`src/hw/rtl/pdb_pkg.sv`:
```
package pdb_pkg;

    localparam int COORD_W    = 16;
    localparam int DSQ_W      = 33;
    localparam int DRES_W     = 17;
    localparam int BEAR_W     = 16;
    localparam int ANG_FRAC   = 13;
    localparam int ZQ         = 30;
    localparam int XY_W       = 64;
    localparam int Z_W        = 34;
    localparam int ROOT_W     = 34;
    localparam int SQRT_STEPS = 17;
    localparam int PRESHIFT   = XY_W - 4 - COORD_W;
    localparam int RND_SHIFT  = ZQ - ANG_FRAC;

    localparam logic signed [Z_W-1:0] PI_Q30      = 34'sd3373259426;
    localparam logic signed [Z_W-1:0] HALF_PI_Q30 = 34'sd1686629713;

    typedef struct packed {
        logic dx_zero;
        logic dy_zero;
        logic dx_neg;
        logic dy_neg;
    } t_flags;

    typedef struct packed {
        logic signed [XY_W-1:0] x;
        logic signed [XY_W-1:0] y;
        logic signed [Z_W-1:0]  z;
        logic [DSQ_W-1:0]       rem;
        logic [ROOT_W-1:0]      root;
        logic [DSQ_W-1:0]       sq;
        t_flags                 flags;
    } t_work;

    function automatic logic signed [Z_W-1:0] pdb_atan(input int k);
        case (k)
            0:       return 34'sd843314857;
            1:       return 34'sd497837829;
            2:       return 34'sd263043837;
            3:       return 34'sd133525159;
            4:       return 34'sd67021687;
            5:       return 34'sd33543516;
            6:       return 34'sd16775851;
            7:       return 34'sd8388437;
            8:       return 34'sd4194283;
            9:       return 34'sd2097149;
            10:      return 34'sd1048576;
            11:      return 34'sd524288;
            12:      return 34'sd262144;
            13:      return 34'sd131072;
            14:      return 34'sd65536;
            15:      return 34'sd32768;
            16:      return 34'sd16384;
            17:      return 34'sd8192;
            18:      return 34'sd4096;
            19:      return 34'sd2048;
            20:      return 34'sd1024;
            21:      return 34'sd512;
            22:      return 34'sd256;
            23:      return 34'sd128;
            24:      return 34'sd64;
            25:      return 34'sd32;
            26:      return 34'sd16;
            27:      return 34'sd8;
            28:      return 34'sd4;
            29:      return 34'sd2;
            default: return 34'sd1;
        endcase
    endfunction

endpackage

```
`src/hw/rtl/pdb_back.sv`:
```
module pdb_back (
    input  logic                              i_clk,
    input  logic                              i_rst_n,
    input  logic                              i_valid,
    output logic                              o_ready,
    input  pdb_pkg::t_work                    i_work,
    output logic                              o_valid,
    input  logic                              i_ready,
    output logic [pdb_pkg::DSQ_W-1:0]         o_dist_squared,
    output logic [pdb_pkg::DRES_W-1:0]        o_dist_res,
    output logic signed [pdb_pkg::BEAR_W-1:0] o_bearing,
    output logic                              o_same_point
);
    import pdb_pkg::*;

    localparam int MAG_W = Z_W + 1 - RND_SHIFT;

    logic [2:0]              rdy;
    logic [2:0]              r_valid;
    logic signed [Z_W-1:0]   r_m;
    logic                    r_neg0;
    logic                    r_neg1;
    logic [MAG_W-1:0]        r_mag;
    logic [DSQ_W-1:0]        r_sq0;
    logic [DSQ_W-1:0]        r_sq1;
    logic [DSQ_W-1:0]        r_sq2;
    logic [DRES_W-1:0]       r_root0;
    logic [DRES_W-1:0]       r_root1;
    logic [DRES_W-1:0]       r_root2;
    logic [2:0]              r_same;
    logic signed [BEAR_W-1:0] r_bearing;
    logic signed [Z_W-1:0]   m_sel;
    logic                    neg_sel;
    logic [Z_W-1:0]          abs_m;
    logic [Z_W:0]            rnd_sum;
    logic [MAG_W-1:0]        sgn_mag;

    assign rdy[2]  = !r_valid[2] || i_ready;
    assign rdy[1]  = !r_valid[1] || rdy[2];
    assign rdy[0]  = !r_valid[0] || rdy[1];
    assign o_ready = rdy[0];

    always_comb begin
        if (i_work.flags.dx_zero) begin
            m_sel   = i_work.flags.dy_zero ? '0 : HALF_PI_Q30;
            neg_sel = i_work.flags.dy_neg;
        end else if (i_work.flags.dy_zero) begin
            m_sel   = i_work.flags.dx_neg ? PI_Q30 : '0;
            neg_sel = 1'b0;
        end else begin
            m_sel   = i_work.flags.dx_neg ? PI_Q30 - i_work.z : i_work.z;
            neg_sel = i_work.flags.dy_neg;
        end
    end

    assign abs_m   = r_m[Z_W-1] ? Z_W'(-r_m) : Z_W'(r_m);
    assign rnd_sum = {1'b0, abs_m} + ((Z_W+1)'(1) << (RND_SHIFT - 1));
    assign sgn_mag = r_neg1 ? -r_mag : r_mag;

    always_ff @(posedge i_clk) begin
        if (!i_rst_n) begin
            r_valid <= '0;
        end else begin
            if (rdy[0]) begin
                r_valid[0] <= i_valid;
            end
            if (rdy[1]) begin
                r_valid[1] <= r_valid[0];
            end
            if (rdy[2]) begin
                r_valid[2] <= r_valid[1];
            end
        end
    end

    always_ff @(posedge i_clk) begin
        if (i_valid && rdy[0]) begin
            r_m       <= m_sel;
            r_neg0    <= neg_sel;
            r_sq0     <= i_work.sq;
            r_root0   <= i_work.root[DRES_W-1:0];
            r_same[0] <= i_work.flags.dx_zero && i_work.flags.dy_zero;
        end
        if (r_valid[0] && rdy[1]) begin
            r_mag     <= rnd_sum[Z_W:RND_SHIFT];
            r_neg1    <= r_neg0 ^ r_m[Z_W-1];
            r_sq1     <= r_sq0;
            r_root1   <= r_root0;
            r_same[1] <= r_same[0];
        end
        if (r_valid[1] && rdy[2]) begin
            r_bearing <= sgn_mag[BEAR_W-1:0];
            r_sq2     <= r_sq1;
            r_root2   <= r_root1;
            r_same[2] <= r_same[1];
        end
    end

    assign o_valid        = r_valid[2];
    assign o_dist_squared = r_sq2;
    assign o_dist_res     = r_root2;
    assign o_bearing      = r_bearing;
    assign o_same_point   = r_same[2];

endmodule

```
`config.mk`:
```
export PLATFORM = sky130hd
export DESIGN_NAME = pdb_back
export DESIGN_NICKNAME = d
export VERILOG_FILES = /design/src/hw/rtl/pdb_pkg.sv /design/src/hw/rtl/pdb_back.sv
export SDC_FILE = /design/constraint.sdc
export NUM_CORES = 1
export LEC_CHECK = 0
export ABC_AREA = 1
export BUFFER_PORTS_ARGS = -buffer_cell sky130_fd_sc_hd__clkbuf_2
export CORE_MARGIN = 10
export CORE_UTILIZATION = 47
export CTS_CLUSTER_SIZE = 30
export DETAILED_ROUTE_END_ITERATION = 8
export PLACE_DENSITY_LB_ADDON = 0.25
export SYNTH_ARGS = -nofsm -noshare
export SYNTH_HDL_FRONTEND = slang
export SYNTH_SLANG_ARGS = --single-unit
```
`constraint.sdc`:
```
create_clock -name i_clk -period 8.3 [get_ports i_clk]
set_input_delay 0.415 -clock i_clk [delete_from_list [all_inputs] [get_ports i_clk]]
set_output_delay 0.415 -clock i_clk [all_outputs]
set_load 0.01 [all_outputs]
```
==> impl_results.md <==
- Share of layout cells above drive strength 1: between 20% and 30%
- Internal: 0.001964 W
- Synthesis-stage register bit count: roughly 220
- Clk sinks: between 200 and 250
- WHS: roughly 0.09 ns
- Area growth from synthesis to layout: 18.23%
- Number of enable flip-flop cells after synthesis: 221
- Row count: 53
- Reg-to-reg startpoint: r_m[33]
- Most frequent CP cell: nand2_1
- Final setup viols: 0
- Cell family with most CP delay: flip-flops
- Drt pass-1 iters: 5
- Logic pwr share: between 8 and 9%
- Die Height: 166.0 µm
- Syn Area/Cell: ~11 µm²
- MaxCap Viol Count: 0
- CP max stage cell: edfxtp_1
- CP Launch Type: flop
- Overall power: between 0.002 and 0.003 W
- Dpl hpwl: 15.31 mm
- Buffers added on ports: 160
- Setup crit end kind: flop
- Placer Congestion: 0.9080
- Ys Warns: 0
- Mapped Nets: 1161
- Rel. slew slack: 25.65%
- CTS resizes: 0
- Placed Area: 11120 µm²
- WL per Instance: 15.13 µm
- Status: finished, final reports clean
- Final Instance Area: 11840 µm²
- RSZ-0062 raised after global routing: false
- CP arrival: about 2.6 ns
- Most used flip-flop cell after synthesis: edfxtp_1
- Final worst slack: 5.898 ns
- Root buffer cell: clkbuf_16
- Clock latency at the later pin of the worst-skew pair: 0.49 ns
- Worst vdd ir: roughly 120 µV
- Async set-reset flop share out of synthesis: 0%
- Post-CTS Setup Bufs: 0
- # DRC: 0
- Clock Path Buffers: 3
- DIE AREA: roughly 28000 µm²
- Netlist Area Pre-Place: 10010 µm²
- Yosys cell types: 43
- DRT antenna net count: 0
- Num CTS Buffers: 22
- Sequential Power Share: around 53%
- Initial antenna violation count: 0
- CTS Hold Bufs: 0
- Worst Path Buf+Inv: 0
- Worst-path fanout max: 29
- Maximum clock frequency: 416.3 MHz
- Post-synthesis sequential area ratio: 66.87%
- CP Class: reg -> reg
- Net Sw Frac: 21.88%
- Power per cell area: 212.4 nW/µm²
- Leading cell types in the layout, fill and taps excluded: edfxtp_1, nand2_1, clkbuf_2
- CTS tree: yes
- Initial Util: a little under half
- Static Leak: 4.842 nW
- Pins over their slew limit: 0
- Pre-CTS WS: between 5 and 6 ns
- Final Skew: roughly 0.006 ns
- Hold Path Origin: i_work[22]
- Psw: 0.0005503 W
- Slew @ Worst Pin: 1.115 ns
- Syn Inst Count: 888
- Total negative setup slack: 0 ns
- Worst endpoint required time: 8.54 ns
- Max incr delay on CP: 0.99 ns
- Setup crit start: r_m[33]
- Critical Path, Cell by Cell: nand3b_1, nand2_2, ha_1, nand3_4, nor2_2, nand3_1, nand2_1, nand2_1
- Most common cell after layout, fill and taps aside: edfxtp_1
- I/O pins: 339
- Total grt overflow: 0
- Final critical-path share of the clock period: 28.94%
- Clk slew on worst S/H paths: 0.06 ns
- Total core area: 21020 µm²
- N_diodes: 0
- Total number of vias: 6625
- Mean number of vias per cell: 4.907
- First-pass GRT wire length: 33.20 mm
- Vias in the first global route: 6394
- Layout net count: between 1000 and 1500
- Die X: 166.0 µm
- # fillers: 1788
- Final worst path period need: ~2.4 ns
- Post-Route WL: 20.43 mm
- DRT iter0 DRCs: between 400 and 500
- Hold Vio Cnt, Final: 0
- Hold Path Class: in -> reg
- Largest net degree at the start of global routing: 87
- Overall Global Routing Usage: about 14%
- Number of H-tree levels: 1
- Clk network pwr share: between 30% and 40%
## per-layer routing
layer | vias up | part of all wire (%) | track usage (%)
met5 | - | 0 | 0
met4 | 0 | 2.1 | 4.237
met3 | 29 | 5.8 | 3.147
met2 | 190 | 47 | 23.26
met1 | 3012 | 45 | 18.97
li1 | 3394 | - | -
## worst reg2reg max path, delay by kind of cell, from the launching register on
| family | cells | cell delay (ns) |
|---|---|---|
| DFF | 1 | 0.99 |
| adders and majority gates | 1 | 0.29 |
| and+or+nand+nor | 7 | 0.88 |
## area by class of cell
| type | count | area [µm²] | area share, % |
|---|---|---|---|
| well taps | 275 | 344.1 | 2.906 |
| multi-input cells | 549 | 2884 | 24.36 |
| clock buffers | 28 | 573.1 | 4.840 |
| flip-flops and latches | 224 | 6696 | 56.56 |
| clock inverters | 11 | 142.6 | 1.205 |
| inverters | 100 | 376.6 | 3.181 |
| repair buffers | 163 | 823.3 | 6.953 |
## power by group through the flow
stage                     registers, W  logic [W]  clock network [W]
final                          0.00134   0.000210           0.000969
after global routing           0.00134   0.000238            0.00104
after CTS                      0.00134   0.000212           0.000992
after detailed placement       0.00136   0.000211                  0
after global placement         0.00136   0.000208                  0
after floorplan                0.00136   0.000137                  0
## synthesized netlist by cell type (all sizes together), types with 12 or more instances
master  instances  share of area, %
o21ai          36               1.8
nand2         196               8.7
inv            98               3.7
clkbuf         12              0.49
nor3           23               1.3
a21oi          33               1.6
nor2          122               5.6
edfxtp        221                66
nand4          19               1.2
nand3          55               3.2
xor2           25               2.2
## sequential cells by signal, indices dropped and copies added (netlist names), 3 cells and up
register,cells
r_mag,16
r_same,3
o_bearing,16
r_valid,3
r_m,34
o_dist_res,17
r_root0,17
r_root1,17
o_dist_squared,33
r_sq1,33
r_sq0,33
## logic make-up after synthesis
| family | after synthesis | share of synthesized area (%) |
|---|---|---|
| and+or+nand+nor | 431 | 21.04 |
| DFF | 224 | 66.87 |
| buffers and inverters | 115 | 4.448 |
| AOI/OAI and AO/OA | 83 | 4.473 |
| xor gates and xnor gates | 32 | 2.799 |
| adders and majority gates | 3 | 0.3749 |
## final timing paths
path / end / slack [ns] / depth (start not counted)
worst min register to register: o_dist_squared[10] / 0.41 / 0
worst max-delay path: r_mag[13] / 5.90 / 8
worst max register to register: r_mag[13] / 5.90 / 8
worst min-delay path: r_sq0[18] / 0.09 / 1
## stage by stage
step,util [%],cells
after floorplan,-,888
after global placement,52.92,1311
after detailed placement,52.92,1311
after CTS,56.32,1350
after global routing,56.32,1350
final,56.32,1350
Note: power is estimated with default switching activity, not from simulation.
