==> src/hw/rtl/pdb_pkg.sv <==
package pdb_pkg;

    localparam int COORD_W    = 16;
    localparam int DSQ_W      = 33;
    localparam int DRES_W     = 17;
    localparam int BEAR_W     = 16;
    localparam int ANG_FRAC   = 13;
    localparam int ZQ         = 30;
    localparam int XY_W       = 64;
    localparam int Z_W        = 34;
    localparam int ROOT_W     = 34;
    localparam int SQRT_STEPS = 17;
    localparam int PRESHIFT   = XY_W - 4 - COORD_W;
    localparam int RND_SHIFT  = ZQ - ANG_FRAC;

    localparam logic signed [Z_W-1:0] PI_Q30      = 34'sd3373259426;
    localparam logic signed [Z_W-1:0] HALF_PI_Q30 = 34'sd1686629713;

    typedef struct packed {
        logic dx_zero;
        logic dy_zero;
        logic dx_neg;
        logic dy_neg;
    } t_flags;

    typedef struct packed {
        logic signed [XY_W-1:0] x;
        logic signed [XY_W-1:0] y;
        logic signed [Z_W-1:0]  z;
        logic [DSQ_W-1:0]       rem;
        logic [ROOT_W-1:0]      root;
        logic [DSQ_W-1:0]       sq;
        t_flags                 flags;
    } t_work;

    function automatic logic signed [Z_W-1:0] pdb_atan(input int k);
        case (k)
            0:       return 34'sd843314857;
            1:       return 34'sd497837829;
            2:       return 34'sd263043837;
            3:       return 34'sd133525159;
            4:       return 34'sd67021687;
            5:       return 34'sd33543516;
            6:       return 34'sd16775851;
            7:       return 34'sd8388437;
            8:       return 34'sd4194283;
            9:       return 34'sd2097149;
            10:      return 34'sd1048576;
            11:      return 34'sd524288;
            12:      return 34'sd262144;
            13:      return 34'sd131072;
            14:      return 34'sd65536;
            15:      return 34'sd32768;
            16:      return 34'sd16384;
            17:      return 34'sd8192;
            18:      return 34'sd4096;
            19:      return 34'sd2048;
            20:      return 34'sd1024;
            21:      return 34'sd512;
            22:      return 34'sd256;
            23:      return 34'sd128;
            24:      return 34'sd64;
            25:      return 34'sd32;
            26:      return 34'sd16;
            27:      return 34'sd8;
            28:      return 34'sd4;
            29:      return 34'sd2;
            default: return 34'sd1;
        endcase
    endfunction

endpackage

==> src/hw/rtl/pdb_cell.sv <==
module pdb_cell #(
    parameter int STEP    = 0,
    parameter bit DO_ROT  = 1'b1,
    parameter bit DO_SQRT = 1'b1
) (
    input  logic           i_clk,
    input  logic           i_rst_n,
    input  logic           i_valid,
    output logic           o_ready,
    input  pdb_pkg::t_work i_work,
    output logic           o_valid,
    input  logic           i_ready,
    output pdb_pkg::t_work o_work
);
    import pdb_pkg::*;

    localparam int                    SQ_SHIFT = DO_SQRT ? 2 * (SQRT_STEPS - 1 - STEP) : 0;
    localparam logic [ROOT_W-1:0]     SQ_BIT   = ROOT_W'(1) << SQ_SHIFT;
    localparam logic signed [Z_W-1:0] ATAN_K   = pdb_atan(STEP);

    logic                   r_valid;
    t_work                  r_work;
    t_work                  n_work;
    logic signed [XY_W-1:0] xs;
    logic signed [XY_W-1:0] ys;
    logic [ROOT_W:0]        trial;
    logic                   take;

    assign o_ready = !r_valid || i_ready;
    assign take    = i_valid && o_ready;

    always_comb begin
        n_work = i_work;
        xs     = $signed(i_work.x) >>> STEP;
        ys     = $signed(i_work.y) >>> STEP;
        trial  = {1'b0, i_work.root} + {1'b0, SQ_BIT};
        if (DO_ROT) begin
            if (!i_work.y[XY_W-1]) begin
                n_work.x = i_work.x + ys;
                n_work.y = i_work.y - xs;
                n_work.z = i_work.z + ATAN_K;
            end else begin
                n_work.x = i_work.x - ys;
                n_work.y = i_work.y + xs;
                n_work.z = i_work.z - ATAN_K;
            end
        end
        if (DO_SQRT) begin
            if ({2'b0, i_work.rem} >= trial) begin
                n_work.rem  = i_work.rem - DSQ_W'(trial);
                n_work.root = (i_work.root >> 1) + SQ_BIT;
            end else begin
                n_work.root = i_work.root >> 1;
            end
        end
    end

    always_ff @(posedge i_clk) begin
        if (!i_rst_n) begin
            r_valid <= 1'b0;
        end else if (o_ready) begin
            r_valid <= i_valid;
        end
    end

    always_ff @(posedge i_clk) begin
        if (take) begin
            r_work <= n_work;
        end
    end

    assign o_valid = r_valid;
    assign o_work  = r_work;

endmodule

==> config.mk <==
export PLATFORM = sky130hd
export DESIGN_NAME = pdb_cell
export DESIGN_NICKNAME = d
export VERILOG_FILES = /design/src/hw/rtl/pdb_pkg.sv /design/src/hw/rtl/pdb_cell.sv
export SDC_FILE = /design/constraint.sdc
export NUM_CORES = 1
export LEC_CHECK = 0
export BUFFER_PORTS_ARGS = -buffer_cell sky130_fd_sc_hd__buf_2
export CAP_MARGIN = 10
export CORE_MARGIN = 2
export CORE_UTILIZATION = 35
export CTS_CLUSTER_DIAMETER = 50
export DETAILED_ROUTE_END_ITERATION = 12
export SLEW_MARGIN = 10
export SYNTH_ARGS = -nofsm -noshare
export SYNTH_HDL_FRONTEND = slang
export SYNTH_SLANG_ARGS = --single-unit
==> constraint.sdc <==
create_clock -name i_clk -period 24.6 [get_ports i_clk]
set_input_delay 3.69 -clock i_clk [delete_from_list [all_inputs] [get_ports i_clk]]
set_output_delay 3.69 -clock i_clk [all_outputs]
set_load 0.05 [all_outputs]
==> results.cfg <==
[timing]
min_period_ps = 7850
timing.final.setup_violations = 0
fin_crit_sh_pct = 31.9
rsz_0062_raised_after_global_routing = false
final_hold_viol_count = 0
finalClockSkew_ps = 24.1
slew_violations = 0
max_slew.worst_pin.slew_ps = 1060
tns_ps = 0
max-slew-margin-rel_pct = 29.1
fmaxAchievable_mhz = 127

[finish]
fillers = 6911
ff_latch_area_sq_um = 7980
multiInputGateArea_sq_um = 14600
flow.area_growth_from_synthesis_pct = 20.9
utilization_pct = 42.5
final_net_count = 3716
final_layout_size_suffix_gt1_share_pct = 22.0

[setup_path]
worst-endpoint-arrival_ps = 4160
worst_path_max_delay_cell = sky130_fd_sc_hd__buf_2
cp.depth = 3
worst_path_dominant_cell_family = buffers and inverters
worstSetupStartpointType = input pin
crit_fanout = 3
r2r_end = o_work[5]
crit_path_buf_inv_count = 2
critPathMaxStageDelay_ps = 220
crit_chain = buf_2 -> nand2b_1 -> buf_2
endpoint_kind = primary output
cp_data_required_time_ps = 20910
timing.critical_path.mode_cell = sky130_fd_sc_hd__buf_2
regToRegSetupSlack_ps = 21210
timing_worst_setup_path_type = input pin to primary output
worstRegToRegCells = 4
r2r-start = o_valid

[logic_synthesis]
synth-edff-count = 265
synth_top_area_share_pct = 33.2
synthesized_net_count = 3231
synth_flop_cell = sky130_fd_sc_hd__edfxtp_1
ys_seq_elements = 266
largest_area_contributor_in_the_synthesized_netlist = sky130_fd_sc_hd__edfxtp_1
syn-mean-instance-area_sq_um = 8.94
synth_cells = 2683
synth_top_cells_by_area = sky130_fd_sc_hd__edfxtp_1 (33%), sky130_fd_sc_hd__ha_1 (14%), sky130_fd_sc_hd__a21oi_1 (6.7%)
ys_async_sr_fraction_pct = 0
yosys.cell_types.count = 94
synthesis.area_sq_um = 24000
top_cells_by_instance_count_after_synthesis = sky130_fd_sc_hd__a21oi_1 (320), sky130_fd_sc_hd__ha_1 (273), sky130_fd_sc_hd__edfxtp_1 (265)
synth.yosys.seq_area_share_pct = 33.2
synth_most_common_cell = sky130_fd_sc_hd__a21oi_1
synthesis.yosys.warnings = 0

[floorplanning]
design.portCount = 538
die-height_um = 266
rows = 96
overall_die_area_sq_um = 70700
die_x_um = 266
initial_utilization_pct = 35.2
fp.coreArea_sq_um = 68200

[clocking]
cts_buffer_depth = 3
clk_pin_slew_ps = 50
post_cts_resized = 0
cts_hold_buffers = 0
cts-htree-levels = 2
clk_root_buffer_cell = sky130_fd_sc_hd__clkbuf_16
cts.sinks = 266
tritoncts_clock_tree = built
clock_latency_ps = 580
post-cts-setup-buffers = 0
cts_made_buffers = 45

[power]
p_leak_nw = 12.9
power.ir.vdd_worst_v = 0.0000472
cellPowerDensity_nw_per_um2 = 67.9
total_power_mw = 1.97

[min_path]
timing.hold.worst.start = o_valid
hold_depth = 2
worstHoldPathType = flop to flop
whs_endpoint = o_valid

[grt]
initial_antenna_violation_count = 21
first_global_vias = 21831
grt-ovfl-total = 0
grt_max_degree = 80
grtUsageTotal_pct = 23.7
global_route_wire_length_before_repair_um = 129000

[routing]
drt_wl_total_um = 87900
post-route-drc-count = 0
first_pass_iters = 7
vias_per_cell = 5.52
drt.antenna.violating_nets = 0
vias = 22586
detail_route.iter0.violations = 1878
routedWlPerCell_um = 21.5

[run]
drv.max_cap_violation_count = 0

[placement]
place.port_buffers = 537
detailedPlacementHpwl_um = 70800
routabilityCongestion = 0.959

[status]
status = complete, no violations
[state kept, by name (all words and copies together), names as in the netlist]
register and flops:
o_valid 1, o_work 265
[layout by cell type, fill, tap and decap left out, types with 8 or more instances in the layout]
| cell | instances |
|---|---|
| sky130_fd_sc_hd__a221oi_1 | 10 |
| sky130_fd_sc_hd__inv_1 | 241 |
| sky130_fd_sc_hd__and2_1 | 12 |
| sky130_fd_sc_hd__and3_1 | 12 |
| sky130_fd_sc_hd__nand4_1 | 37 |
| sky130_fd_sc_hd__nand3_1 | 48 |
| sky130_fd_sc_hd__o21ai_0 | 159 |
| sky130_fd_sc_hd__mux2i_1 | 35 |
| sky130_fd_sc_hd__a21boi_0 | 16 |
| sky130_fd_sc_hd__inv_8 | 9 |
| sky130_fd_sc_hd__o21bai_1 | 72 |
| sky130_fd_sc_hd__nor4_1 | 25 |
| sky130_fd_sc_hd__nor2b_1 | 29 |
| sky130_fd_sc_hd__buf_4 | 9 |
| sky130_fd_sc_hd__nand2_1 | 163 |
| sky130_fd_sc_hd__xnor2_1 | 153 |
| sky130_fd_sc_hd__o31ai_1 | 26 |
| sky130_fd_sc_hd__o211ai_1 | 13 |
| sky130_fd_sc_hd__o21a_1 | 15 |
| sky130_fd_sc_hd__clkinv_1 | 11 |
| sky130_fd_sc_hd__or2_2 | 8 |
| sky130_fd_sc_hd__nor2_1 | 183 |
| sky130_fd_sc_hd__mux2_2 | 31 |
| sky130_fd_sc_hd__ha_1 | 273 |
| sky130_fd_sc_hd__xor2_1 | 31 |
| sky130_fd_sc_hd__a21o_1 | 94 |
| sky130_fd_sc_hd__o21ai_1 | 16 |
| sky130_fd_sc_hd__edfxtp_1 | 265 |
| sky130_fd_sc_hd__a31oi_1 | 24 |
| sky130_fd_sc_hd__clkbuf_16 | 46 |
| sky130_fd_sc_hd__nor3_1 | 50 |
| sky130_fd_sc_hd__buf_2 | 536 |
| sky130_fd_sc_hd__nand2b_1 | 16 |
| sky130_fd_sc_hd__a21oi_1 | 320 |
| sky130_fd_sc_hd__o31a_1 | 10 |
| sky130_fd_sc_hd__diode_2 | 8 |
| sky130_fd_sc_hd__a211oi_1 | 24 |
[cells by family (layout without fill, tap and decap cells)]
logic type	Yosys count	in the layout	share of synthesized area [%]
AO/OA/AOI/OAI	905	905	24.3
AND/OR/NAND/NOR	620	620	12.3
buffers and inverters	364	886	5.91
adder cells (fa/ha/maj)	278	278	14.6
flip-flops	266	266	33.2
XOR/XNOR	184	184	6.71
multiplexers	66	66	2.91
other	0	8	0
[layout make-up]
cell class / count / area share (%)
clock buffers: 53 / 4.09
well taps: 882 / 3.80
inverters: 257 / 3.33
repair buffers: 545 / 9.48
multi-input cells: 2053 / 50.4
clock inverters: 31 / 1.39
flip-flops and latches: 266 / 27.5
diodes: 8 / 0.0690
[worst register-to-register path, cell delays in order, from the launching register on]
cell                       delay (ps)
sky130_fd_sc_hd__dfxtp_1          310
sky130_fd_sc_hd__nand2b_1         100
sky130_fd_sc_hd__and2_4           770
sky130_fd_sc_hd__buf_4            800
sky130_fd_sc_hd__buf_4            930
[how the worst max path moves through the flow]
stage	from	to	slack (ps)
finish	i_ready	o_ready	16750
detailed placement	i_work[201]	o_work[136]	16320
global placement	i_work[201]	o_work[136]	16390
CTS	i_ready	o_ready	16750
global route	i_work[201]	o_work[136]	16580
floorplan	i_ready	o_work[0]	13720
[per-layer routing]
| layer | wire [um] | global-route usage [%] |
|---|---|---|
| met2 | 42500 | 40.9 |
| met1 | 35700 | 29.5 |
| met4 | 3220 | 8.50 |
| met3 | 6480 | 4.26 |
| met5 | 52 | 0 |
[power breakdown]
| group | switching [mW] | leakage (nW) | internal, mW |
|---|---|---|---|
| Combinational | 0.503 | 9.58 | 0.211 |
| Clock | 0.254 | 0.774 | 0.411 |
| Sequential | 0.0202 | 2.57 | 0.571 |
| Total | 0.777 | 12.9 | 1.19 |
[through the flow]
step	hold slack, ps	instances	area (sq um)	setup slack, ps
after CTS	537	4087	29000	16750
final	536	4095	29000	16750
after global routing	572	4093	29000	16580
after detailed placement	529	4003	27400	16320
after global placement	520	4003	27400	16390
after floorplan	1150	2683	24000	13720
No activity file was read; power rests on OpenSTA's default activity.
