--- src/hw/rtl/pdb_pkg.sv ---
package pdb_pkg;

    localparam int COORD_W    = 16;
    localparam int DSQ_W      = 33;
    localparam int DRES_W     = 17;
    localparam int BEAR_W     = 16;
    localparam int ANG_FRAC   = 13;
    localparam int ZQ         = 30;
    localparam int XY_W       = 64;
    localparam int Z_W        = 34;
    localparam int ROOT_W     = 34;
    localparam int SQRT_STEPS = 17;
    localparam int PRESHIFT   = XY_W - 4 - COORD_W;
    localparam int RND_SHIFT  = ZQ - ANG_FRAC;

    localparam logic signed [Z_W-1:0] PI_Q30      = 34'sd3373259426;
    localparam logic signed [Z_W-1:0] HALF_PI_Q30 = 34'sd1686629713;

    typedef struct packed {
        logic dx_zero;
        logic dy_zero;
        logic dx_neg;
        logic dy_neg;
    } t_flags;

    typedef struct packed {
        logic signed [XY_W-1:0] x;
        logic signed [XY_W-1:0] y;
        logic signed [Z_W-1:0]  z;
        logic [DSQ_W-1:0]       rem;
        logic [ROOT_W-1:0]      root;
        logic [DSQ_W-1:0]       sq;
        t_flags                 flags;
    } t_work;

    function automatic logic signed [Z_W-1:0] pdb_atan(input int k);
        case (k)
            0:       return 34'sd843314857;
            1:       return 34'sd497837829;
            2:       return 34'sd263043837;
            3:       return 34'sd133525159;
            4:       return 34'sd67021687;
            5:       return 34'sd33543516;
            6:       return 34'sd16775851;
            7:       return 34'sd8388437;
            8:       return 34'sd4194283;
            9:       return 34'sd2097149;
            10:      return 34'sd1048576;
            11:      return 34'sd524288;
            12:      return 34'sd262144;
            13:      return 34'sd131072;
            14:      return 34'sd65536;
            15:      return 34'sd32768;
            16:      return 34'sd16384;
            17:      return 34'sd8192;
            18:      return 34'sd4096;
            19:      return 34'sd2048;
            20:      return 34'sd1024;
            21:      return 34'sd512;
            22:      return 34'sd256;
            23:      return 34'sd128;
            24:      return 34'sd64;
            25:      return 34'sd32;
            26:      return 34'sd16;
            27:      return 34'sd8;
            28:      return 34'sd4;
            29:      return 34'sd2;
            default: return 34'sd1;
        endcase
    endfunction

endpackage

--- src/hw/rtl/pdb_front.sv ---
module pdb_front (
    input  logic                               i_clk,
    input  logic                               i_rst_n,
    input  logic                               i_valid,
    output logic                               o_ready,
    input  logic signed [pdb_pkg::COORD_W-1:0] i_ref_x,
    input  logic signed [pdb_pkg::COORD_W-1:0] i_ref_y,
    input  logic signed [pdb_pkg::COORD_W-1:0] i_other_x,
    input  logic signed [pdb_pkg::COORD_W-1:0] i_other_y,
    output logic                               o_valid,
    input  logic                               i_ready,
    output pdb_pkg::t_work                     o_work
);
    import pdb_pkg::*;

    logic [2:0]                 r_valid;
    logic [2:0]                 rdy;
    logic signed [COORD_W:0]    r_dx;
    logic signed [COORD_W:0]    r_dy;
    logic [COORD_W-1:0]         r_ux;
    logic [COORD_W-1:0]         r_uy;
    logic [2*COORD_W-1:0]       r_sqx;
    logic [2*COORD_W-1:0]       r_sqy;
    t_flags                     r_flags;
    t_work                      r_work;
    logic [COORD_W:0]           abs_x;
    logic [COORD_W:0]           abs_y;
    logic [DSQ_W-1:0]           sq_sum;

    assign rdy[2]  = !r_valid[2] || i_ready;
    assign rdy[1]  = !r_valid[1] || rdy[2];
    assign rdy[0]  = !r_valid[0] || rdy[1];
    assign o_ready = rdy[0];

    assign abs_x  = r_dx[COORD_W] ? (COORD_W+1)'(-r_dx) : (COORD_W+1)'(r_dx);
    assign abs_y  = r_dy[COORD_W] ? (COORD_W+1)'(-r_dy) : (COORD_W+1)'(r_dy);
    assign sq_sum = DSQ_W'(r_sqx) + DSQ_W'(r_sqy);

    always_ff @(posedge i_clk) begin
        if (!i_rst_n) begin
            r_valid <= '0;
        end else begin
            if (rdy[0]) begin
                r_valid[0] <= i_valid;
            end
            if (rdy[1]) begin
                r_valid[1] <= r_valid[0];
            end
            if (rdy[2]) begin
                r_valid[2] <= r_valid[1];
            end
        end
    end

    always_ff @(posedge i_clk) begin
        if (i_valid && rdy[0]) begin
            r_dx <= (COORD_W+1)'(i_other_x) - (COORD_W+1)'(i_ref_x);
            r_dy <= (COORD_W+1)'(i_other_y) - (COORD_W+1)'(i_ref_y);
        end
        if (r_valid[0] && rdy[1]) begin
            r_ux            <= abs_x[COORD_W-1:0];
            r_uy            <= abs_y[COORD_W-1:0];
            r_sqx           <= (2*COORD_W)'(abs_x[COORD_W-1:0])
                               * (2*COORD_W)'(abs_x[COORD_W-1:0]);
            r_sqy           <= (2*COORD_W)'(abs_y[COORD_W-1:0])
                               * (2*COORD_W)'(abs_y[COORD_W-1:0]);
            r_flags.dx_zero <= (r_dx == '0);
            r_flags.dy_zero <= (r_dy == '0);
            r_flags.dx_neg  <= r_dx[COORD_W];
            r_flags.dy_neg  <= r_dy[COORD_W];
        end
        if (r_valid[1] && rdy[2]) begin
            r_work.x     <= XY_W'(r_ux) << PRESHIFT;
            r_work.y     <= XY_W'(r_uy) << PRESHIFT;
            r_work.z     <= '0;
            r_work.rem   <= sq_sum;
            r_work.root  <= '0;
            r_work.sq    <= sq_sum;
            r_work.flags <= r_flags;
        end
    end

    assign o_valid = r_valid[2];
    assign o_work  = r_work;

endmodule

--- config.mk ---
export PLATFORM = sky130hd
export DESIGN_NAME = pdb_front
export DESIGN_NICKNAME = d
export VERILOG_FILES = /design/src/hw/rtl/pdb_pkg.sv /design/src/hw/rtl/pdb_front.sv
export SDC_FILE = /design/constraint.sdc
export NUM_CORES = 1
export LEC_CHECK = 0
export BUFFER_PORTS_ARGS = -buffer_cell sky130_fd_sc_hd__clkbuf_2
export CORE_ASPECT_RATIO = 1.25
export CORE_MARGIN = 5
export CORE_UTILIZATION = 53
export CTS_CLUSTER_SIZE = 28
export DETAILED_ROUTE_END_ITERATION = 8
export GPL_TIMING_DRIVEN = 0
export HOLD_SLACK_MARGIN = 0.15
export PLACE_DENSITY = 0.74
export REMOVE_ABC_BUFFERS = 1
export SLEW_MARGIN = 10
export SYNTH_ARGS = -nofsm -noshare
export SYNTH_HDL_FRONTEND = slang
export SYNTH_SLANG_ARGS = --single-unit
export TNS_END_PERCENT = 5
--- constraint.sdc ---
create_clock -name i_clk -period 19.44 [get_ports i_clk]
set_input_delay 3.888 -clock i_clk [delete_from_list [all_inputs] [get_ports i_clk]]
set_output_delay 3.888 -clock i_clk [all_outputs]
set_load 0.03 [all_outputs]
==> metrics.md, run 1 <==
| Metric | Value |
|---|---|
| Status | finished, final reports clean |
| Worst-Skew Late Latency | 0.55 ns |
| Maximum buffer depth of the clock tree | 3 |
| CP max FO | 16 |
| RSZ-0062 raised after global routing | no |
| Max-slew headroom | 15.2% |
| Met3 Wirelength | 3.74 mm |
| Root buffer cell | clkbuf_16 |
| Dpl cells | 3286 |
| Num ports | 336 |
| DR pass1 iterations | 5 |
| Crit-path leading delay family | adder cells |
| Crit share post-route | 49.3% |
| Max layer used | met4 |
| Crit path arrival time | 9.88 ns |
| Final setup fails | 0 |
| Unique masters post-synth | 65 |
| CP dominant cell by count | inv_1 |
| Post-synth top area cell | fa_1 |
| Worst EP required | 19.73 ns |
| Commonest cells post-synth | inv_1 (549), fa_1 (328), ha_1 (256) |
| Hold Fails Final Rpt | 0 |
| Top-area cell type share of the netlist area | 26.3% |
| Nets | 3327 |
| Yosys reg bits | 202 |
| Fin Setup TNS | 0 ns |
| Pin count of the biggest net entering global routing | 36 |
| Crit path kind | register to register |
| Die Y | 253 um |
| Core area | 46900 sq um |
| Post-CTS Setup Bufs | 0 |
| Slew at the pin closest to its max-slew limit | 1.27 ns |
| Routed wire per std cell | 16.3 um |
| Total grt overflow | 0 |
| Initial antenna violation count | 1 |
| Vias post-DR | 17100 |
| HP Class | register to register |
| Final GP Congestion | 0.913 |
| Number of max-cap violations | 0 |
| Synth Instances | 2537 |
| CTS buffer count | 24 |
| Routed WL | 54.3 mm |
| Die area | 51500 sq um |
| Post-CTS Hold Buffers | 0 |
| FP Rows | 89 |
| Most common cell in the netlist | inv_1 |
| CTS H-tree lvls | 1 |
| Fraction of layout cells with a size suffix above 1 | 9.51% |
| Post-route insts no fill | 3329 |
| Detailed Place HPWL | 45.0 mm |
| Asr flop ratio synth | 0% |
| Post-Synthesis Mean Instance Area | 9.83 sq um |
| Post-synth EDFFs | 199 |
| Die W | 204 um |
| CP max-delay cell | o31ai_1 |
| Vias in the first global route | 18600 |
| Ys Warns | 0 |
| First-pass GRT wire length | 89.0 mm |
| Clock transition at path regs | 0.06 ns |
| Layout area overhead | 7.29% |
| DRC viols | 0 |
| # diodes | 0 |
| CTS tree | built |
| Worst path max stage delay | 0.75 ns |
| Fmax | 104 MHz |
| DRT met1 WL | 20.9 mm |
| Setup Skew | 0.0153 ns |
| Clk sinks | 202 |
| WP buf/inv | 9 |
| Largest cells by area after synthesis | fa_1 (26%), edfxtp_1 (24%), ha_1 (13%), inv_1 (8.3%), buf_4 (6.0%) |
| CP Launch Type | register |
| Vias per cell | 5.13 |
| GRT Total Usage | 21.3% |
| Remaining antenna violation count after routing | 0 |
| Crit end category | register |
| Port Buffer Count | 171 |
| Synthesized area | 24900 sq um |
| Met2 WL post-DR | 28.0 mm |
| Fin. max-slew vios | 0 |
| Cts repair resizes | 0 |
| Sequential area share after synthesis | 24.2% |
| Commonest register cell after synthesis | edfxtp_1 |
| Starting Density | 53.2% |
| 1st-iter DRT viols | 885 |
| Final Critical Period | 9.59 ns |
## layer usage
layer / up-vias / GRT usage (%)
met5: - / 0
met4: 0 / 6.87
met3: 113 / 2.85
met2: 629 / 38.7
met1: 8393 / 26.2
li1: 7941 / -
## sequential cells by signal, summed over array words and instances (netlist names)
signal,count
r_flags,4
r_valid,3
r_dx,17
o_work,69
r_ux,16
r_sqx,30
r_sqy,30
r_uy,16
r_dy,17
## final timing paths
check	from	end	slack, ns	cells after the start
worst max-delay path	r_dx[0]$_DFFE_PP_	r_sqx[26]$_DFFE_PP_	9.85	30
worst min-delay path	r_uy[13]$_DFFE_PP_	o_work[195]$_DFFE_PP_	0.41	0
worst max register to register	r_dx[0]$_DFFE_PP_	r_sqx[26]$_DFFE_PP_	9.85	30
worst min register to register	r_uy[13]$_DFFE_PP_	o_work[195]$_DFFE_PP_	0.41	0
## cell usage in the layout (no fill, tap or decap), types with 5 or more instances in the layout
cell type,instances
nand4_1,5
a21o_1,49
conb_1,164
a211oi_1,18
o31ai_1,9
nor2_1,186
nor4_1,6
nor2b_1,20
clkbuf_2,171
fa_1,328
xor2_1,50
o21ai_0,62
edfxtp_1,199
buf_6,5
o21bai_1,11
or3_1,5
nor3_1,18
clkbuf_16,24
xnor2_2,8
nand2b_1,13
bufinv_16,5
inv_1,549
a21boi_0,9
o21a_1,16
o211ai_1,6
xnor2_1,76
clkinv_1,8
ha_1,256
nand2_1,210
and3_1,8
a21oi_1,91
a31oi_1,7
nand3_1,16
## stage by stage
stage	hold WS (ns)	worst slack, ns	instance area (sq um)	util, %
6_report	0.414	9.85	26800	57.1
5_1_grt	0.422	9.26	26800	57.1
4_1_cts	0.414	9.37	26800	57.1
3_5_place_dp	0.405	9.40	25900	55.2
3_3_place_gp	0.401	3.90	25600	54.6
2_1_floorplan	0.400	7.81	23900	-
## kinds of logic (layout without fill, tap and decap cells)
kind of cell	after synthesis	in the layout	share of synthesized area, %
buffers and inverters	796	788	15.0
xor gates and xnor gates	137	137	4.90
AOI/OAI and AO/OA	308	308	7.97
and+or+nand+nor	509	509	8.78
other	1	164	0.0150
adders and majority gates	584	584	39.2
DFF	202	202	24.2
## layout make-up
type,instances,area [sq um]
repair buffers,183,1080
clock buffers,28,616
clock inverters,15,245
fillers,4041,20100
multi-input cells,1702,15900
inverters,562,2110
flip-flops and latches,202,6040
well taps,637,797
Power of run 1 is not shown: default switching activity piles up to over one toggle a cycle in this logic, so the estimate is an artifact.
==> inputs of run 2 (changes only) <==
--- a/config.mk
+++ b/config.mk
@@ -5,6 +5,7 @@
 export SDC_FILE = /design/constraint.sdc
 export NUM_CORES = 1
 export LEC_CHECK = 0
+export ABC_AREA = 1
 export BUFFER_PORTS_ARGS = -buffer_cell sky130_fd_sc_hd__clkbuf_2
 export CORE_ASPECT_RATIO = 1.25
 export CORE_MARGIN = 5
==> constraint.sdc (replaced) <==
create_clock -name i_clk -period 9.49 [get_ports i_clk]
set_input_delay 1.898 -clock i_clk [delete_from_list [all_inputs] [get_ports i_clk]]
set_output_delay 1.898 -clock i_clk [all_outputs]
set_load 0.03 [all_outputs]
==> run 2 against run 1 <==
  * Clock-buffer cell count increased by 2
  * Register-to-register slack got worse by 8.5 ns
  * Utilization decreased by 0.43 points
  * Final area increased by 6.7%
  * Wire length increased by 16%
  * Maximum frequency increased by 18%
  * Sequential share of layout area decreased by 1.4 points
  * Critical path type unchanged
  * First-iteration DRC count increased by 22%
  * Largest cell class unchanged
  * Synthesized cell count increased by 26%
  * Sequential cell count unchanged
  * Clock skew decreased by 0.0043 ns
  * Critical endpoint is now r_sqy[25]$_DFFE_PP_
==> metrics.md, run 2 <==
| Metric | Value |
|---|---|
| CTS buffer count | 24 |
| Min-Delay Startpoint | r_ux[10]$_DFFE_PP_ |
| Port Buffer Count | 171 |
| Final GP Congestion | 0.958 |
| Cts repair resizes | 0 |
| Final setup fails | 0 |
| Commonest cells post-synth | inv_1 (720), nand2_1 (633), fa_1 (328) |
| DRC viols | 0 |
| Unique masters post-synth | 46 |
| Asr flop ratio synth | 0% |
| Fraction of layout cells with a size suffix above 1 | 7.92% |
| Vias post-DR | 20100 |
| Vias in the first global route | 20500 |
| Commonest non-fill, non-tap cell in the layout | inv_1 |
| Most frequent cells in the layout | inv_1 (718), nand2_1 (633), fa_1 (328), ha_1 (256), nor2_1 (252) |
| Most common cell in the netlist | inv_1 |
| Final Critical Period | 8.14 ns |
| Pin count of the biggest net entering global routing | 67 |
| Vias per cell | 5.01 |
| Starting Density | 53.6% |
| Max-slew headroom | 30.5% |
| Die area | 55600 sq um |
| FP Rows | 92 |
| Top-area cell type share of the netlist area | 24.3% |
| Core area | 50400 sq um |
| Place WS | 1.22 ns |
| Root buffer cell | clkbuf_16 |
| Num ports | 336 |
| Critical Path Stages | 30 |
| Total grt overflow | 0 |
| Fin Setup TNS | 0 ns |
| Final Instance Area | 28600 sq um |
| # diodes | 0 |
| CP dominant cell by count | inv_1 |
| HP Class | register to register |
| DR pass1 iterations | 6 |
| CTS H-tree lvls | 1 |
| Detailed Place HPWL | 52.2 mm |
| Register area | 6040 sq um |
| Slew at the pin closest to its max-slew limit | 1.04 ns |
| Setup Skew | 0.0111 ns |
| Crit end category | register |
| Commonest register cell after synthesis | edfxtp_1 |
| Status | finished, final reports clean |
| CP max FO | 20 |
| Crit-path leading delay family | adder cells |
| Yosys reg bits | 202 |
| WP buf/inv | 9 |
| Remaining antenna violation count after routing | 0 |
| Post-Synthesis Mean Instance Area | 8.46 sq um |
| CP Launch Type | register |
| Post-CTS Hold Buffers | 0 |
| Ys Warns | 0 |
| Hold Path End | o_work[256]$_DFFE_PP_ |
| R2R Setup Slk | 1.35 ns |
| Dpl cell area | 27800 sq um |
| Multi-input logic area | 17200 sq um |
| 1st-iter DRT viols | 1079 |
| First-pass GRT wire length | 102 mm |
| GRT Total Usage | 22.6% |
| RSZ-0062 raised after global routing | no |
| Post-synth top area cell | fa_1 |
| Capturing point of the worst reg2reg path | r_sqy[25]$_DFFE_PP_ |
| Fmax | 123 MHz |
| CP max-delay cell | nand2_1 |
| Crit path arrival time | 8.44 ns |
| Hold Fails Final Rpt | 0 |
| Worst-Skew Late Latency | 0.55 ns |
| Fillcell total | 4546 |
| Clock transition at path regs | 0.07 ns |
| Largest cells by area after synthesis | fa_1 (24%), edfxtp_1 (22%), ha_1 (12%), inv_1 (10%), nand2_1 (8.8%) |
| Maximum buffer depth of the clock tree | 3 |
| Initial antenna violation count | 0 |
| Routed wire per std cell | 15.7 um |
| R2R cell count | 30 |
| Nets | 3981 |
| Worst path max stage delay | 0.62 ns |
| Number of max-cap violations | 0 |
| CTS tree | built |
| Clk sinks | 202 |
| Synthesized area | 27000 sq um |
| Critical R2R Launch | r_dy[0]$_DFFE_PP_ |
| Fin. max-slew vios | 0 |
| Routed WL | 62.8 mm |
| Crit share post-route | 85.8% |
| Sequential area share after synthesis | 22.3% |
| Layout area overhead | 5.74% |
| Final setup margin | 1.35 ns |
| Worst EP required | 9.79 ns |
| Die W | 212 um |
| Worst hold path depth | 0 |
| Crit path kind | register to register |
| Post-CTS Setup Bufs | 0 |
| Max reg flops | 69 |
| Die Y | 262 um |
| Synth Instances | 3195 |
| Worst hold slack | 0.416 ns |
| Post-synth EDFFs | 199 |
[run 2: changes by cell type after synthesis, sizes merged, moves of 20 or more]
| cell | change |
|---|---|
| a21o | -36 |
| a21oi | +40 |
| buf | +24 |
| clkbuf | -26 |
| inv | +179 |
| nand2 | +429 |
| nand3 | +85 |
| nand4 | +21 |
| nor2 | +69 |
| nor2b | -21 |
| o21ai | +20 |
| xnor2 | -58 |
| xor2 | +20 |
[run 2: cells by family after synthesis]
logic type	synth area share [%]
AOI/OAI and AO/OA	5.18
xor gates and xnor gates	3.32
adders and majority gates	36.2
buffers and inverters	16.4
DFF	22.3
other	0.0139
and+or+nand+nor	16.6
[run 2: worst max path at each step]
stage	start	endpoint	slack, ns
2_1_floorplan	r_dx[0]$_DFFE_PP_	r_sqx[29]$_DFFE_PP_	3.06
3_3_place_gp	i_ready	o_work[30]$_DFFE_PP_	1.03
3_5_place_dp	r_dx[0]$_DFFE_PP_	r_sqx[23]$_DFFE_PP_	1.22
4_1_cts	r_dx[0]$_DFFE_PP_	r_sqx[23]$_DFFE_PP_	1.19
5_1_grt	r_dy[0]$_DFFE_PP_	r_sqy[31]$_DFFE_PP_	0.79
6_report	r_dy[0]$_DFFE_PP_	r_sqy[25]$_DFFE_PP_	1.35
[run 2: through the flow]
step	cells	utilization [%]
floorplan	3126	-
global placement	3955	54.8
detailed placement	3961	55.1
CTS	4004	56.7
global route	4004	56.7
finish	4004	56.7
[run 2: routing by layer]
layer	vias up	wire length [um]	global-route usage, %	part of all wire, %
met5	-	0	0	0
met2	655	32100	41.0	51
met3	151	4210	3.09	6.7
met4	0	2360	7.61	3.8
li1	9741	-	-	-
met1	9529	24200	27.5	39
[run 2: area by class of cell]
| type | instances | area share, % |
|---|---|---|
| Clock inverter | 13 | 0.460 |
| Clock buffer | 30 | 2.29 |
| Timing Repair Buffer | 177 | 3.42 |
| Tap cell | 658 | 2.88 |
| Inverter | 734 | 9.66 |
| Sequential cell | 202 | 21.1 |
| Multi-Input combinational cell | 2190 | 60.2 |
Power of run 2 is left out for the same reason.
